===== config.mk =====
export PLATFORM = sky130hd
export DESIGN_NAME = tpag_cell
export DESIGN_NICKNAME = d
export VERILOG_FILES = /design/src/rtl/tpag_pkg.sv /design/src/rtl/tpag_cell.sv
export SDC_FILE = /design/constraint.sdc
export NUM_CORES = 2
export LEC_CHECK = 0
export BUFFER_PORTS_ARGS = -buffer_cell sky130_fd_sc_hd__buf_2
export CAP_MARGIN = 20
export CORE_ASPECT_RATIO = 1.75
export CORE_UTILIZATION = 60
export CTS_CLUSTER_DIAMETER = 80
export DETAILED_ROUTE_END_ITERATION = 16
export HOLD_SLACK_MARGIN = 0.03
export PLACE_DENSITY_LB_ADDON = 0.08
export SLEW_MARGIN = 25
export SYNTH_ARGS = -nofsm -noshare
export SYNTH_HDL_FRONTEND = slang
export SYNTH_SLANG_ARGS = --single-unit

===== constraint.sdc =====
create_clock -name clk -period 9 [get_ports clk]
set_clock_uncertainty 0.1 [all_clocks]
set_input_delay 0.45 -clock clk [delete_from_list [all_inputs] [get_ports clk]]
set_output_delay 0.45 -clock clk [all_outputs]
set_load 0.03 [all_outputs]

===== src/rtl/tpag_pkg.sv =====
// tpag_pkg: widths, reset values, register indexes and shared types of the
// tensor permute address generator. Depends on nothing.
package tpag_pkg;

  localparam int DIM_SLOTS   = 8;
  localparam int PERM_W      = 3;
  localparam int EXT_FIELD_W = 16;
  localparam int VALUE_W     = 64;
  localparam int DEST_W      = 32;
  localparam int DIM_COUNT_W = 4;
  localparam int PERM_REG_W  = DIM_SLOTS * PERM_W;
  localparam int CFG_DATA_W  = 64;
  localparam int CFG_INDEX_W = 2;

  localparam int MAX_DIMS_DEFAULT     = 8;
  localparam int EXTENT_WIDTH_DEFAULT = 16;
  localparam int ADDR_WIDTH_DEFAULT   = 32;

  localparam logic [DIM_COUNT_W-1:0] DIM_COUNT_RESET   = 4'd1;
  localparam logic [PERM_REG_W-1:0]  PERMUTATION_RESET = 24'hFAC688;
  localparam logic [CFG_DATA_W-1:0]  EXTENTS_RESET     = 64'h0001_0001_0001_0001;

  typedef enum logic [CFG_INDEX_W-1:0] {
    CFG_DIM_COUNT    = 2'd0,
    CFG_PERMUTATION  = 2'd1,
    CFG_EXTENTS_LOW  = 2'd2,
    CFG_EXTENTS_HIGH = 2'd3
  } cfg_index_t;

  typedef struct packed {
    logic step;
    logic load;
    logic active;
    logic tail;
    logic inner;
  } cell_ctrl_t;

  typedef struct packed {
    logic [VALUE_W-1:0] value;
    logic               last;
    logic               err;
  } side_t;

endpackage


===== src/rtl/tpag_cell.sv =====
// tpag_cell: one dimension slot: coordinate counter with carry, shadow stride
// stage of the stride chain, job stride and lane product. Depends on tpag_pkg.
module tpag_cell #(
  parameter int EXTENT_WIDTH = tpag_pkg::EXTENT_WIDTH_DEFAULT,
  parameter int ADDR_WIDTH   = tpag_pkg::ADDR_WIDTH_DEFAULT
) (
  input  logic                     clk,
  input  logic                     rst_n,
  input  tpag_pkg::cell_ctrl_t     ctrl,
  input  logic [EXTENT_WIDTH-1:0]  extent,
  input  logic                     carry_in,
  output logic                     carry_out,
  output logic [EXTENT_WIDTH-1:0]  coord,
  input  logic [ADDR_WIDTH-1:0]    stride_in,
  input  logic [EXTENT_WIDTH-1:0]  stride_factor,
  output logic [ADDR_WIDTH-1:0]    stride_out,
  input  logic [EXTENT_WIDTH-1:0]  lane_coord,
  input  logic                     lane_on,
  output logic [ADDR_WIDTH-1:0]    lane_prod
);
  import tpag_pkg::*;

  logic [EXTENT_WIDTH-1:0]            coord_r, coord_nxt;
  logic [EXTENT_WIDTH:0]              coord_inc;
  logic                               at_top;
  logic [ADDR_WIDTH-1:0]              shadow_r, shadow_nxt;
  logic [ADDR_WIDTH-1:0]              stride_r, stride_nxt;
  logic [ADDR_WIDTH+EXTENT_WIDTH-1:0] shadow_prod, lane_full;

  assign coord     = ctrl.active ? coord_r : '0;
  assign coord_inc = {1'b0, coord} + 1'b1;
  assign at_top    = coord_inc >= {1'b0, extent};
  assign carry_out = ctrl.active ? (carry_in & at_top) : carry_in;

  always_comb begin
    coord_nxt = coord_r;
    if (ctrl.step) begin
      if (!ctrl.active) begin
        coord_nxt = '0;
      end else if (carry_in) begin
        coord_nxt = at_top ? '0 : coord_inc[EXTENT_WIDTH-1:0];
      end
    end
  end

  // shadow stride settles from the neighbor toward slot zero
  assign shadow_prod = stride_in * stride_factor;

  always_comb begin
    priority if (ctrl.tail) begin
      shadow_nxt = ADDR_WIDTH'(1);
    end else if (ctrl.inner) begin
      shadow_nxt = shadow_prod[ADDR_WIDTH-1:0];
    end else begin
      shadow_nxt = '0;
    end
  end

  assign stride_nxt = ctrl.load ? shadow_r : stride_r;
  assign stride_out = shadow_r;

  assign lane_full = lane_coord * stride_r;
  assign lane_prod = lane_on ? lane_full[ADDR_WIDTH-1:0] : '0;

  always_ff @(posedge clk) begin
    if (!rst_n) begin
      coord_r <= '0;
    end else begin
      coord_r <= coord_nxt;
    end
  end

  always_ff @(posedge clk) begin
    if (!rst_n) begin
      shadow_r <= '0;
      stride_r <= '0;
    end else begin
      shadow_r <= shadow_nxt;
      stride_r <= stride_nxt;
    end
  end

endmodule


==> impl_metrics.py <==
metrics = {
    "run_status": {
        "status": "finished, final reports clean",
    },
    "pwr": {
        "p_per_area_mw_per_mm2": 289,
        "power.internal_w": 0.00357,
        "pwr-share-seq": 0.056,
        "pwr-share-comb": 0.898,
        "ir_worst_vdd_v": 0.000267,
        "leakagePower_nw": 14.2,
        "p_sw_w": 0.00447,
        "total_power_w": 0.00805,
        "clkPwrFrac": 0.045,
        "p_sw_frac": 0.556,
    },
    "clock_network": {
        "clock_sinks": 80,
        "cts_tree": "done",
        "cts-root-buf": "clkbuf_16",
        "worstSkewPairLatency_ns": 0.37,
        "htree_levels": 3,
        "cts_made_buffers": 9,
        "postCtsHoldBufs": 0,
        "path_clk_slew_ns": 0.07,
        "post-cts-setup-buffers": 0,
        "clock_path_buffers": 2,
        "cts_resized": 0,
    },
    "timing": {
        "fmax_mhz": 129,
        "worst-slew-pin-transition_ns": 1.02,
        "rsz0062_at_grt": "false",
        "finalMaxSlewViolations": 0,
        "postLayoutSetupSlackWorst_ns": 1.22,
        "slew_headroom": 0.319,
        "finalCritPeriodShare": 0.864,
        "finalHoldViolations": 0,
        "fin_crit_ns": 7.78,
        "setup_tns_ns": 0,
        "setup_viol": 0,
    },
    "cells_and_area": {
        "final_core_util": 0.641,
        "nNetsFinal": 3985,
        "layoutNonFillerInstCount": 3713,
        "layout-drive-gt1-share": 0.0658,
        "multi_input_area_mm2": 0.0217,
        "seq_area_mm2": 0.00160,
        "area_growth_syn_to_layout_pct": 5.13,
        "n_fill_cell": 3835,
    },
    "global_route": {
        "grt.overflow.total": 0,
        "grtUsageTotal": 0.344,
        "grt_max_degree": 39,
        "grt_pass1_vias": 23400,
        "grt_pass1_wl_um": 118000,
        "grt_antenna_before_repair": 0,
    },
    "floorplan": {
        "num_io_pins": 170,
        "rows": 101,
        "fp.coreArea_mm2": 0.0435,
        "die_w_um": 161,
        "fp.dieH_um": 280,
        "start_util": 0.609,
        "die-area_mm2": 0.0450,
    },
    "logic_synthesis": {
        "avgSynthCellArea_um2": 8.54,
        "synth_nets": 3944,
        "yosys_warnings": 0,
        "ys_ff_latch": 80,
        "yosys_most_used_dff": "dfxtp_1",
        "ys_seq_area_frac": 0.0605,
        "syn_inst": 3100,
        "ys_types": 63,
        "synth-edff-count": 0,
        "netlist_area_mm2": 0.0265,
        "async_reset_ff_frac": 0,
    },
    "setup_path": {
        "path_max_fanout": 17,
        "arrival_ns": 7.23,
        "startpoint_type": "flop",
        "critical_path_required_ns": 8.45,
        "worst-setup-path-type": "reg -> out",
        "end_kind": "primary output",
    },
    "placement": {
        "place.gp.congestion": 0.945,
        "pre_cts_slack_ns": 1.48,
        "port_buffers": 169,
        "dp_cells": 3696,
        "dpl.hpwl_um": 59800,
    },
    "job": {
        "cap_violations": 0,
    },
    "routing": {
        "drt-initial-drc-count": 906,
        "drt_pass1_iterations": 5,
        "drt_drc_violations_left": 0,
        "ant_nets": 0,
        "vias_per_cell": 5.59,
        "num_vias": 20800,
        "wl_per_cell_um": 19.8,
        "wirelength_um": 73600,
    },
    "min_path": {
        "hp-class": "in -> reg",
    },
}
power groups by stage:
stage | registers, W | clock network (W) | logic, W
2_1_floorplan | 0.000461 | 0 | 0.00553
3_3_place_gp | 0.000459 | 0 | 0.00695
3_5_place_dp | 0.000460 | 0 | 0.00719
4_1_cts | 0.000453 | 0.000369 | 0.00722
5_1_grt | 0.000456 | 0.000381 | 0.00825
6_report | 0.000454 | 0.000363 | 0.00723
routing by layer:
metal / up-vias / GRT usage / wire [µm]
li1: 9121 / - / -
met2: 744 / 0.666 / 41100
met4: 0 / 0.237 / 5470
met3: 300 / 0.0315 / 3150
met1: 10600 / 0.339 / 23800
met5: - / 0 / 0
Yosys cell counts, types with 5 or more instances:
cell,count,area share
xor2_1,35,0.012
xnor2_1,71,0.023
a211oi_1,7,0.0020
and2_1,293,0.069
fa_1,608,0.46
a31oi_1,8,0.0019
mux2i_1,35,0.013
nor2_1,59,0.0084
o21a_1,13,0.0037
dfxtp_1,80,0.060
nand2b_1,5,0.0012
buf_1,5,0.00071
nand4_1,8,0.0019
clkbuf_1,140,0.020
a21boi_0,5,0.0014
nand2_1,571,0.081
o21ai_0,46,0.0087
nor2b_1,39,0.0092
and3_1,14,0.0033
a21oi_1,44,0.0083
nor4_1,5,0.0012
nand3_1,24,0.0045
ha_1,147,0.069
o21bai_1,6,0.0017
a21o_1,24,0.0068
inv_1,719,0.10
nor3_1,19,0.0036
area by class of cell:
class,count,area share
antenna,1,0.0000899
clock buffer,9,0.00809
clock inverter,7,0.00220
inverter,719,0.0969
multi-input combinational,2156,0.778
sequential,80,0.0575
tap,566,0.0254
timing repair buffer,175,0.0320
sequential cells by signal (all words and copies together) (netlist names):
signal,cells
coord_r,16
stride_out,32
stride_r,32
through the flow:
| step | hold slack [ns] | area (µm²) |
|---|---|---|
| after floorplan | 0.318 | 26500 |
| after detailed placement | 0.337 | 27600 |
| final | 0.340 | 27800 |
| after global routing | 0.375 | 27800 |
| after CTS | 0.309 | 27800 |
| after global placement | 0.333 | 27500 |
critical path, stage by stage, from the launching register on:
cell and delay (ns):
dfxtp_1 0.91, nand2_1 0.17, fa_1 0.54, inv_1 0.06
fa_1 0.56, fa_1 0.45, fa_1 0.48, fa_1 0.50
inv_1 0.05, fa_1 0.47, inv_1 0.04, ha_1 0.35
a21o_1 0.18, a21oi_1 0.17, o21ai_0 0.16, o41a_1 0.40
a211o_1 0.28, and3_1 0.27, o21ai_0 0.19, or4b_1 0.45
buf_2 0.19
final timing paths:
| check | from | end | slack, ns | cells after the start |
|---|---|---|---|---|
| max reg2reg | coord_r[0]$_SDFFE_PN0P_ | coord_r[12]$_SDFFE_PN0P_ | 5.29 | 14 |
| min | ctrl[1] | stride_out[0]$_SDFF_PN0_ | 0.34 | 3 |
| max | stride_r[8]$_SDFFE_PN0P_ | lane_prod[30] | 1.22 | 20 |
| min reg2reg | coord_r[9]$_SDFFE_PN0P_ | coord_r[9]$_SDFFE_PN0P_ | 0.35 | 2 |
cell families after synthesis:
logic type,after synthesis,synth area share
and+or+nand+nor,1067,0.192
xor gates and xnor gates,106,0.0350
buffers and inverters,864,0.122
muxes,35,0.0132
AOI/OAI and AO/OA,193,0.0478
DFF,80,0.0605
adders and majority gates,755,0.529
layout by cell type, fill, tap and decap left out, types with 46 or more instances in the layout:
master   count
and2_1     293
nand2_1    571
xnor2_1     71
o21ai_0     46
nor2_1      59
ha_1       147
fa_1       608
inv_1      719
buf_2      169
dfxtp_1     80
Note: power is estimated with default switching activity, not from simulation.
