## src/rtl/tpag_pkg.sv

```systemverilog
// tpag_pkg: widths, reset values, register indexes and shared types of the
// tensor permute address generator. Depends on nothing.
package tpag_pkg;

  localparam int DIM_SLOTS   = 8;
  localparam int PERM_W      = 3;
  localparam int EXT_FIELD_W = 16;
  localparam int VALUE_W     = 64;
  localparam int DEST_W      = 32;
  localparam int DIM_COUNT_W = 4;
  localparam int PERM_REG_W  = DIM_SLOTS * PERM_W;
  localparam int CFG_DATA_W  = 64;
  localparam int CFG_INDEX_W = 2;

  localparam int MAX_DIMS_DEFAULT     = 8;
  localparam int EXTENT_WIDTH_DEFAULT = 16;
  localparam int ADDR_WIDTH_DEFAULT   = 32;

  localparam logic [DIM_COUNT_W-1:0] DIM_COUNT_RESET   = 4'd1;
  localparam logic [PERM_REG_W-1:0]  PERMUTATION_RESET = 24'hFAC688;
  localparam logic [CFG_DATA_W-1:0]  EXTENTS_RESET     = 64'h0001_0001_0001_0001;

  typedef enum logic [CFG_INDEX_W-1:0] {
    CFG_DIM_COUNT    = 2'd0,
    CFG_PERMUTATION  = 2'd1,
    CFG_EXTENTS_LOW  = 2'd2,
    CFG_EXTENTS_HIGH = 2'd3
  } cfg_index_t;

  typedef struct packed {
    logic step;
    logic load;
    logic active;
    logic tail;
    logic inner;
  } cell_ctrl_t;

  typedef struct packed {
    logic [VALUE_W-1:0] value;
    logic               last;
    logic               err;
  } side_t;

endpackage

```

## src/rtl/tpag_ifs.sv

```systemverilog


interface tpag_out_if;
  import tpag_pkg::*;
  logic               valid;
  logic               ready;
  logic [VALUE_W-1:0] moved_value;
  logic [DEST_W-1:0]  dest_address;
  logic               last_element;
  logic               setup_error;

  modport source (output valid, output moved_value, output dest_address,
                  output last_element, output setup_error, input ready);
  modport sink (input valid, input moved_value, input dest_address,
                input last_element, input setup_error, output ready);
endinterface

```

## src/rtl/tpag_sum.sv

```systemverilog
// tpag_sum: lane product register, two adder tree levels and an output register
// that adds the last pair, with per-stage valids. Depends on tpag_pkg and tpag_out_if.
module tpag_sum #(
  parameter int ADDR_WIDTH = tpag_pkg::ADDR_WIDTH_DEFAULT
) (
  input  logic                  clk,
  input  logic                  rst_n,
  input  logic                  in_beat,
  output logic                  take_ok,
  input  logic [ADDR_WIDTH-1:0] lane_prod [tpag_pkg::DIM_SLOTS],
  input  tpag_pkg::side_t       side,
  tpag_out_if.source            out_ch
);
  import tpag_pkg::*;

  localparam int HALF    = DIM_SLOTS / 2;
  localparam int QUARTER = DIM_SLOTS / 4;

  logic                  v1_r, v2_r, v3_r, vo_r;
  logic                  go1, go2, go3, go_o;
  logic [ADDR_WIDTH-1:0] p1_r [DIM_SLOTS];
  logic [ADDR_WIDTH-1:0] sum2_r [HALF];
  logic [ADDR_WIDTH-1:0] sum3_r [QUARTER];
  logic [ADDR_WIDTH-1:0] addr_r;
  side_t                 s1_r, s2_r, s3_r, so_r;
  logic [ADDR_WIDTH+DEST_W-1:0] addr_wide;

  assign go_o    = !vo_r || out_ch.ready;
  assign go3     = !v3_r || go_o;
  assign go2     = !v2_r || go3;
  assign go1     = !v1_r || go2;
  assign take_ok = go1;

  always_ff @(posedge clk) begin
    if (!rst_n) begin
      v1_r <= 1'b0;
      v2_r <= 1'b0;
      v3_r <= 1'b0;
      vo_r <= 1'b0;
    end else begin
      if (go1) v1_r <= in_beat;
      if (go2) v2_r <= v1_r;
      if (go3) v3_r <= v2_r;
      if (go_o) vo_r <= v3_r;
    end
  end

  always_ff @(posedge clk) begin
    if (in_beat) begin
      p1_r <= lane_prod;
      s1_r <= side;
    end
    if (go2) begin
      for (int i = 0; i < HALF; i++) begin
        sum2_r[i] <= p1_r[2*i] + p1_r[2*i+1];
      end
      s2_r <= s1_r;
    end
    if (go3) begin
      for (int j = 0; j < QUARTER; j++) begin
        sum3_r[j] <= sum2_r[2*j] + sum2_r[2*j+1];
      end
      s3_r <= s2_r;
    end
    if (go_o) begin
      addr_r <= sum3_r[0] + sum3_r[1];
      so_r   <= s3_r;
    end
  end

  assign addr_wide = {{DEST_W{1'b0}}, addr_r};

  assign out_ch.valid        = vo_r;
  assign out_ch.moved_value  = so_r.value;
  assign out_ch.dest_address = addr_wide[DEST_W-1:0];
  assign out_ch.last_element = so_r.last;
  assign out_ch.setup_error  = so_r.err;

endmodule
```

## src/flat_wrapper.sv

```systemverilog
// flat-port wrapper written by rule: the top's interface ports become plain ports
module tpag_sum_flat import tpag_pkg::*;
#(
  parameter int ADDR_WIDTH = tpag_pkg::ADDR_WIDTH_DEFAULT
)
  (clk, rst_n, in_beat, take_ok, lane_prod, side, out_ch_valid, out_ch_moved_value, out_ch_dest_address, out_ch_last_element, out_ch_setup_error, out_ch_ready);
  tpag_out_if out_ch_i ();
  input  logic clk;
  input  logic rst_n;
  input  logic in_beat;
  output logic take_ok;
  input  logic [ADDR_WIDTH-1:0] lane_prod[tpag_pkg::DIM_SLOTS];
  input  tpag_pkg::side_t side;
  output wire logic [$bits(out_ch_i.valid)-1:0] out_ch_valid;
  output wire logic [$bits(out_ch_i.moved_value)-1:0] out_ch_moved_value;
  output wire logic [$bits(out_ch_i.dest_address)-1:0] out_ch_dest_address;
  output wire logic [$bits(out_ch_i.last_element)-1:0] out_ch_last_element;
  output wire logic [$bits(out_ch_i.setup_error)-1:0] out_ch_setup_error;
  input wire logic [$bits(out_ch_i.ready)-1:0] out_ch_ready;
  assign out_ch_valid = out_ch_i.valid;
  assign out_ch_moved_value = out_ch_i.moved_value;
  assign out_ch_dest_address = out_ch_i.dest_address;
  assign out_ch_last_element = out_ch_i.last_element;
  assign out_ch_setup_error = out_ch_i.setup_error;
  assign out_ch_i.ready = out_ch_ready;
  tpag_sum #(.ADDR_WIDTH(ADDR_WIDTH)) u_core (.clk(clk), .rst_n(rst_n), .in_beat(in_beat), .take_ok(take_ok), .lane_prod(lane_prod), .side(side), .out_ch(out_ch_i));
endmodule
```

## config.mk

```make
export PLATFORM = sky130hd
export DESIGN_NAME = tpag_sum_flat
export DESIGN_NICKNAME = d
export VERILOG_FILES = /design/src/rtl/tpag_pkg.sv /design/src/rtl/tpag_ifs.sv /design/src/rtl/tpag_sum.sv /design/src/flat_wrapper.sv
export SDC_FILE = /design/constraint.sdc
export NUM_CORES = 1
export LEC_CHECK = 0
export ABC_AREA = 0
export BUFFER_PORTS_ARGS = -buffer_cell sky130_fd_sc_hd__buf_2
export CORE_MARGIN = 10
export CORE_UTILIZATION = 58
export CTS_BUF_LIST = sky130_fd_sc_hd__clkbuf_8 sky130_fd_sc_hd__clkbuf_16
export CTS_CLUSTER_DIAMETER = 30
export DETAILED_ROUTE_END_ITERATION = 10
export GPL_ROUTABILITY_DRIVEN = 0
export GPL_TIMING_DRIVEN = 0
export HOLD_SLACK_MARGIN = 0.15
export PLACE_DENSITY_LB_ADDON = 0.15
export SETUP_SLACK_MARGIN = 0.05
export SYNTH_ARGS = -nofsm -noshare
export SYNTH_HDL_FRONTEND = slang
export SYNTH_SLANG_ARGS = --single-unit
export TNS_END_PERCENT = 20
```

## constraint.sdc

```tcl
create_clock -name clk -period 6.95 [get_ports clk]
set_clock_uncertainty 0.15 [all_clocks]
set_input_delay 1.0425 -clock clk [delete_from_list [all_inputs] [get_ports clk]]
set_output_delay 1.0425 -clock clk [all_outputs]
set_load 0.03 [all_outputs]
```

==> flow_summary.json, run 1 <==
{
  "seq_area_frac_synth_pct": 66.57,
  "clkLatencyLatePin_ps": 690,
  "initial_antenna_violation_count": 2,
  "power.density_cell_area_nw_per_um2": 438.7,
  "largest_cells_by_area_after_synthesis": "sky130_fd_sc_hd__edfxtp_1 66%, sky130_fd_sc_hd__ha_1 8.1%, sky130_fd_sc_hd__xnor2_1 3.3%",
  "detail_route.vias_per_cell": 5.704,
  "synth_cell_type_count": 80,
  "postSynthCellCount": 2323,
  "die_area_sq_um": 68110,
  "synth.most_common_cell": "sky130_fd_sc_hd__edfxtp_1",
  "max_slew_margin_pct": 44.01,
  "drt-pass1-iter-count": 5,
  "worst_hold_slack_ps": 235.6,
  "die-width_microns": 261.0,
  "initialDrtViolationCount": 1681,
  "fraction_of_final_layout_cells_with_drive_strength_greater_than_1_pct": 22.83,
  "cts_hold_buffers": 0,
  "synth_common_cells": "744 x sky130_fd_sc_hd__edfxtp_1, 217 x sky130_fd_sc_hd__ha_1, 182 x sky130_fd_sc_hd__a21oi_1, 129 x sky130_fd_sc_hd__nand2_1, 125 x sky130_fd_sc_hd__xnor2_1",
  "async_flop_share_pct": 0,
  "final-max-slew-violation-count": 0,
  "post_synth.cell_area_avg_sq_um": 14.50,
  "die_height_microns": 261.0,
  "wl_per_cell_microns": 20.07,
  "layout_min_cycle_time_ps": 3841,
  "endpoint_kind": "flip-flop",
  "ctsResizeCount": 0,
  "placementRows": 88,
  "port_buffers": 425,
  "h-tree-depth": 4,
  "synthDominantCellAreaShare_pct": 66.33,
  "synth.net_count": 2873,
  "numClockSinks": 748,
  "postCtsSetupRepairBufs": 0,
  "critical_path_class": "reg -> reg",
  "vias_in_the_first_global_route": 21980,
  "synth_enable_flop_cells": 744,
  "max-vdd-ir-drop_v": 0.0003825,
  "setup.worst_path.start_class": "flip-flop",
  "synth_largest_area_cell": "sky130_fd_sc_hd__edfxtp_1",
  "final_nets": 3438,
  "tritoncts_clock_tree": "done",
  "groute.usage.overall_pct": 22.08,
  "final-setup-viol-count": 0,
  "grt_max_degree": 139,
  "clk_path_buf_depth": 3,
  "clkSlewWorstSetupHoldPaths_ps": 60,
  "yosys_register_bits": 748,
  "design_power_total_w": 0.01815,
  "total_number_of_vias": 21430,
  "cp.arrival_ps": 4120,
  "initial_core_utilization_pct": 58.49,
  "core-area_sq_um": 57590,
  "global_route.overflow_total": 0,
  "setup.reg_to_reg.worst_slack_ps": 3110,
  "timing_hold_violations_final": 0,
  "synth_area_sq_um": 33680,
  "cts_root_buffer": "sky130_fd_sc_hd__clkbuf_16",
  "crit_fanout": 3,
  "worst_tran_pin_value_ps": 826.8,
  "power_leakage_nw": 16.98,
  "synthFlopType": "sky130_fd_sc_hd__edfxtp_1",
  "yosys_synthesis_warning_count": 0,
  "cp_data_required_time_ps": 7230,
  "run_status": "complete, no violations",
  "synthToLayoutAreaGrowth_pct": 22.85,
  "dp_hpwl_mm": 53.88,
  "detail_route.wirelength_mm": 75.43,
  "max_cap_violations": 0,
  "final_core_util_pct": 71.86,
  "ant_nets": 0,
  "minimum_setup_slack_after_placement_ps": 3199,
  "final_min_period_over_clock_period_pct": 55.27,
  "io_pins": 426,
  "cts-buffers-inserted": 132,
  "drt_drc_violations_left": 0,
  "unrepaired_setup_endpoints_after_global_routing": "false",
  "max_clock_freq_ghz": 0.2603,
  "global_route_wire_length_before_repair_mm": 116.9,
  "fin_ws_ps": 3109,
  "hold_class": "reg -> reg"
}
## critical path, cell delays in order, from the launching register on
cell and delay [ps]:
sky130_fd_sc_hd__edfxtp_1 380, sky130_fd_sc_hd__ha_1 240, sky130_fd_sc_hd__fa_1 420, sky130_fd_sc_hd__a21oi_1 240, sky130_fd_sc_hd__o22ai_1 170, sky130_fd_sc_hd__o41a_1 460, sky130_fd_sc_hd__a41oi_2 300, sky130_fd_sc_hd__a21oi_1 220
sky130_fd_sc_hd__o31ai_1 430, sky130_fd_sc_hd__a311oi_1 160, sky130_fd_sc_hd__a211oi_1 390
## layout by cell type, fill, tap and decap left out, drive strengths merged, types with 12 or more instances in the layout
cell type	Yosys	layout
edfxtp	744	744
buf	1	432
ha	217	217
a21oi	184	184
clkbuf	31	165
nand2	129	129
xnor2	125	125
nor2	124	124
a21o	121	121
o21ai	94	94
xor2	69	69
inv	34	66
clkinv	0	47
nor3	43	43
nand3	41	41
o21bai	27	27
and3	26	26
a31oi	26	26
nor2b	22	22
o21a	22	22
a211oi	21	21
nand4	20	20
o211ai	19	19
nand2b	19	19
and2	15	15
bufinv	0	13
o31ai	13	13
clkinvlp	0	12
## sequential cells by signal, summed over array words and instances (netlist names)
name	count
u_core.v3_r	1
u_core.s2_r	66
u_core.v2_r	1
u_core.out_ch.moved_value	64
u_core.sum3_r	64
u_core.out_ch.dest_address	32
u_core.out_ch.setup_error	1
u_core.sum2_r	128
u_core.p1_r	256
u_core.s3_r	66
u_core.v1_r	1
u_core.out_ch.valid	1
u_core.s1_r	66
u_core.out_ch.last_element	1
## worst paths after layout
path / cells past startpoint / end / from
worst min register to register: 0 / u_core.s2_r[51] / u_core.s1_r[51]
worst max-delay path: 10 / u_core.sum3_r[0][28] / u_core.sum2_r[0][0]
worst max register to register: 10 / u_core.sum3_r[0][28] / u_core.sum2_r[0][0]
worst min-delay path: 0 / u_core.s2_r[51] / u_core.s1_r[51]
## where the power goes
| group | internal [W] | switching [W] |
|---|---|---|
| Combinational | 0.00215 | 0.00324 |
| Sequential | 0.00616 | 0.000328 |
| Clock | 0.00404 | 0.00223 |
## logic make-up after synthesis
kind of cell,share of synthesized area (%)
buffers and inverters,0.7355
multiplexers,0.1189
adder cells (fa/ha/maj),8.477
XOR/XNOR,5.044
AND/OR/NAND/NOR,6.731
AO/OA/AOI/OAI,12.33
flip-flops,66.57
## layer usage
| metal | wire [microns] | track usage [%] | vias up |
|---|---|---|---|
| li1 | - | - | 10230 |
| met1 | 30720 | 27.39 | 10270 |
| met2 | 37240 | 36.98 | 782 |
| met3 | 5025 | 5.419 | 151 |
| met4 | 2433 | 8.685 | 0 |
| met5 | 0 | 0 | - |
## through the flow
step	TNS [ps]	area, sq um	instances
after floorplan	0	33680	2323
after global placement	-78290	36770	3513
after detailed placement	0	36960	3519
after CTS	0	41380	3757
after global routing	0	41380	3758
final	0	41380	3758
## final cells by class
type / instances / area, sq um
Antenna cell: 1 / 2.502
Fill cell: 3709 / 16200
Inverter: 34 / 137.6
Timing Repair Buffer: 431 / 2302
Clock inverter: 104 / 1065
Tap cell: 765 / 957.2
Sequential cell: 748 / 22420
Buffer: 32 / 120.1
Multi-Input combinational cell: 1509 / 11020
Clock buffer: 134 / 3353
Power figures use the tool's default switching activity.
==> run 2: changes to the inputs <==
Clock period 6.95 ns to 3.8 ns, I/O delays scaled along.
==> run 2 against run 1 <==
  * Highest routed layer unchanged
  * Hold slack better by 6.7 ps
  * Maximum frequency is 3.6% higher
  * Sequential share of layout area is 4.0 points lower
  * Global-route usage increased by 4.0 points
  * Sequential power up 84%
  * Clock-buffer cell count rose by 1
==> flow_summary.json, run 2 (same netlist as run 1, synthesis figures left out) <==
{
  "run_status": "complete, no violations",
  "wl_per_cell_microns": 21.88,
  "core-area_sq_um": 57590,
  "global_route_wire_length_before_repair_mm": 136.7,
  "filler_cell_count": 3235,
  "clk_path_buf_depth": 3,
  "die_height_microns": 261.0,
  "p_seq_share_pct": 35.1,
  "cp_data_required_time_ps": 4090,
  "drt_drc_violations_left": 0,
  "final_nets": 3765,
  "swShare_pct": 32.29,
  "vias_in_the_first_global_route": 24370,
  "layout.cells.most_common_list": "744 x sky130_fd_sc_hd__edfxtp_1, 424 x sky130_fd_sc_hd__buf_2, 325 x sky130_fd_sc_hd__dlygate4sd3_1",
  "max_cap_violations": 0,
  "die-width_microns": 261.0,
  "max_clock_freq_ghz": 0.2696,
  "tritoncts_clock_tree": "done",
  "critical-path-max-stage-delay_ps": 460,
  "cts_root_buffer": "sky130_fd_sc_hd__clkbuf_16",
  "final_min_period_over_clock_period_pct": 97.60,
  "power_leakage_nw": 18.37,
  "synthToLayoutAreaGrowth_pct": 32.69,
  "commonest_non_fill_non_tap_cell_in_the_layout": "sky130_fd_sc_hd__edfxtp_1",
  "dp_hpwl_mm": 53.79,
  "io_pins": 426,
  "total_number_of_vias": 23500,
  "drt-pass1-iter-count": 6,
  "largest_register_ffs": 256,
  "clkLatencyLatePin_ps": 700,
  "final-setup-viol-count": 0,
  "worst_tran_pin_value_ps": 964.9,
  "stdcell_area_sq_um": 44690,
  "setup.worst_path.start_class": "flip-flop",
  "initial_antenna_violation_count": 4,
  "fraction_of_final_layout_cells_with_drive_strength_greater_than_1_pct": 20.63,
  "detail_route.vias_per_cell": 5.745,
  "power_frac_clock_pct": 34.3,
  "initialDrtViolationCount": 2174,
  "top_regs": "u_core.p1_r x256, u_core.sum2_r x128",
  "unrepaired_setup_endpoints_after_global_routing": "true",
  "cts-buffers-inserted": 132,
  "h-tree-depth": 4,
  "groute.usage.overall_pct": 26.05,
  "multi_input_area_sq_um": 11070,
  "initial_core_utilization_pct": 58.49,
  "timing.setup.tns_ps": 0,
  "global_route.overflow_total": 0,
  "critical_path_class": "reg -> reg",
  "numClockSinks": 748,
  "p_sw_w": 0.01091,
  "worstPathCellList": "ha_1 > fa_1 > a21oi_1 > o22ai_1 > o41a_1 > a41oi_2 > a21oi_2 > o31ai_2 > a311oi_1 > a211oi_2",
  "max-vdd-ir-drop_v": 0.0007215,
  "max_slew_margin_pct": 34.01,
  "power.combinational.fraction_pct": 30.6,
  "endpoint_kind": "flip-flop",
  "postCtsSetupRepairBufs": 0,
  "crit_fanout": 3,
  "power.density_cell_area_nw_per_um2": 756.4,
  "final-seq-area_sq_um": 22420,
  "internal-power_w": 0.02289,
  "placed_cell_area_sq_um": 37000,
  "final-max-slew-violation-count": 0,
  "critical_path.slowest_cell": "sky130_fd_sc_hd__o41a_1",
  "ant_nets": 0,
  "hold_class": "reg -> reg",
  "grt_max_degree": 137,
  "cp.arrival_ps": 4000,
  "detail_route.wirelength_mm": 89.51,
  "design_power_total_w": 0.03381,
  "die_area_sq_um": 68110,
  "clkSlewWorstSetupHoldPaths_ps": 60,
  "max_flop_register": "u_core.p1_r",
  "port_buffers": 425,
  "layout_min_cycle_time_ps": 3709,
  "timing_hold_violations_final": 0,
  "placementRows": 88
}
run 2: cell count changes in the layout (fill, tap and decap cells not counted), sizes merged:
cell         before  now
diode             1    5
dlygate4sd3       0  325
buf             432  434
inv              66   67
bufinv           13   14
clkinvlp         12   11
clkbuf          165  166
run 2: metrics by stage:
step | util (%) | instances | hold WS (ps) | worst slack (ps)
floorplan | - | 2323 | 250.3 | -536.9
global placement | 63.88 | 3513 | 250.4 | -2362
detailed placement | 64.24 | 3521 | 254.5 | -134.5
CTS | 77.54 | 4086 | 242.2 | 22.97
global route | 77.61 | 4090 | 253.2 | 18.47
finish | 77.61 | 4091 | 242.4 | 91.22
run 2: area by class of cell:
class	instances	share of cell area, %
well taps	765	2.142
multi-input cells	1509	24.78
diodes	5	0.02799
clock buffers	135	7.559
clock inverters	105	2.270
plain buffers	32	0.2687
inverters	34	0.2995
repair buffers	758	12.49
flip-flops and latches	748	50.17
run 2: worst max-delay path, delay by kind of cell, from the launching register on:
family / cells / cell delay, ps
DFF: 1 / 420
AOI/OAI and AO/OA: 8 / 2220
adders and majority gates: 2 / 660
run 2: per-layer routing:
layer | up-vias | global-route usage, % | routed length, microns
met5 | - | 0 | 0
met4 | 0 | 10.68 | 2916
met3 | 214 | 5.246 | 6198
met2 | 1104 | 45.78 | 46190
met1 | 11310 | 31.01 | 34210
li1 | 10870 | - | -
run 2: timing repair:
action                     CTS  global route
pin swaps                    0             2
setup endpoints to repair    2             6
hold endpoints to repair   326             0
hold buffers               325             0
resized for setup            2             4
run 2: path summary, 6_finish.rpt:
path | startpoint | end | slack [ps] | cells past startpoint
hold / removal | u_core.s3_r[65] | u_core.out_ch.moved_value[63] | 240 | 0
setup reg to reg | u_core.sum2_r[0][0] | u_core.sum3_r[0][28] | 90 | 10
hold reg to reg | u_core.s3_r[65] | u_core.out_ch.moved_value[63] | 240 | 0
setup / recovery | u_core.sum2_r[0][0] | u_core.sum3_r[0][28] | 90 | 10
run 2: power by group through the flow:
stage	clock network, W	logic, W	registers (W)
final	0.0116	0.0103	0.0119
after global routing	0.0121	0.0114	0.0120
after CTS	0.0116	0.0102	0.0119
after detailed placement	0	0.00978	0.0120
after global placement	0	0.00953	0.0120
after floorplan	0	0.00677	0.0122
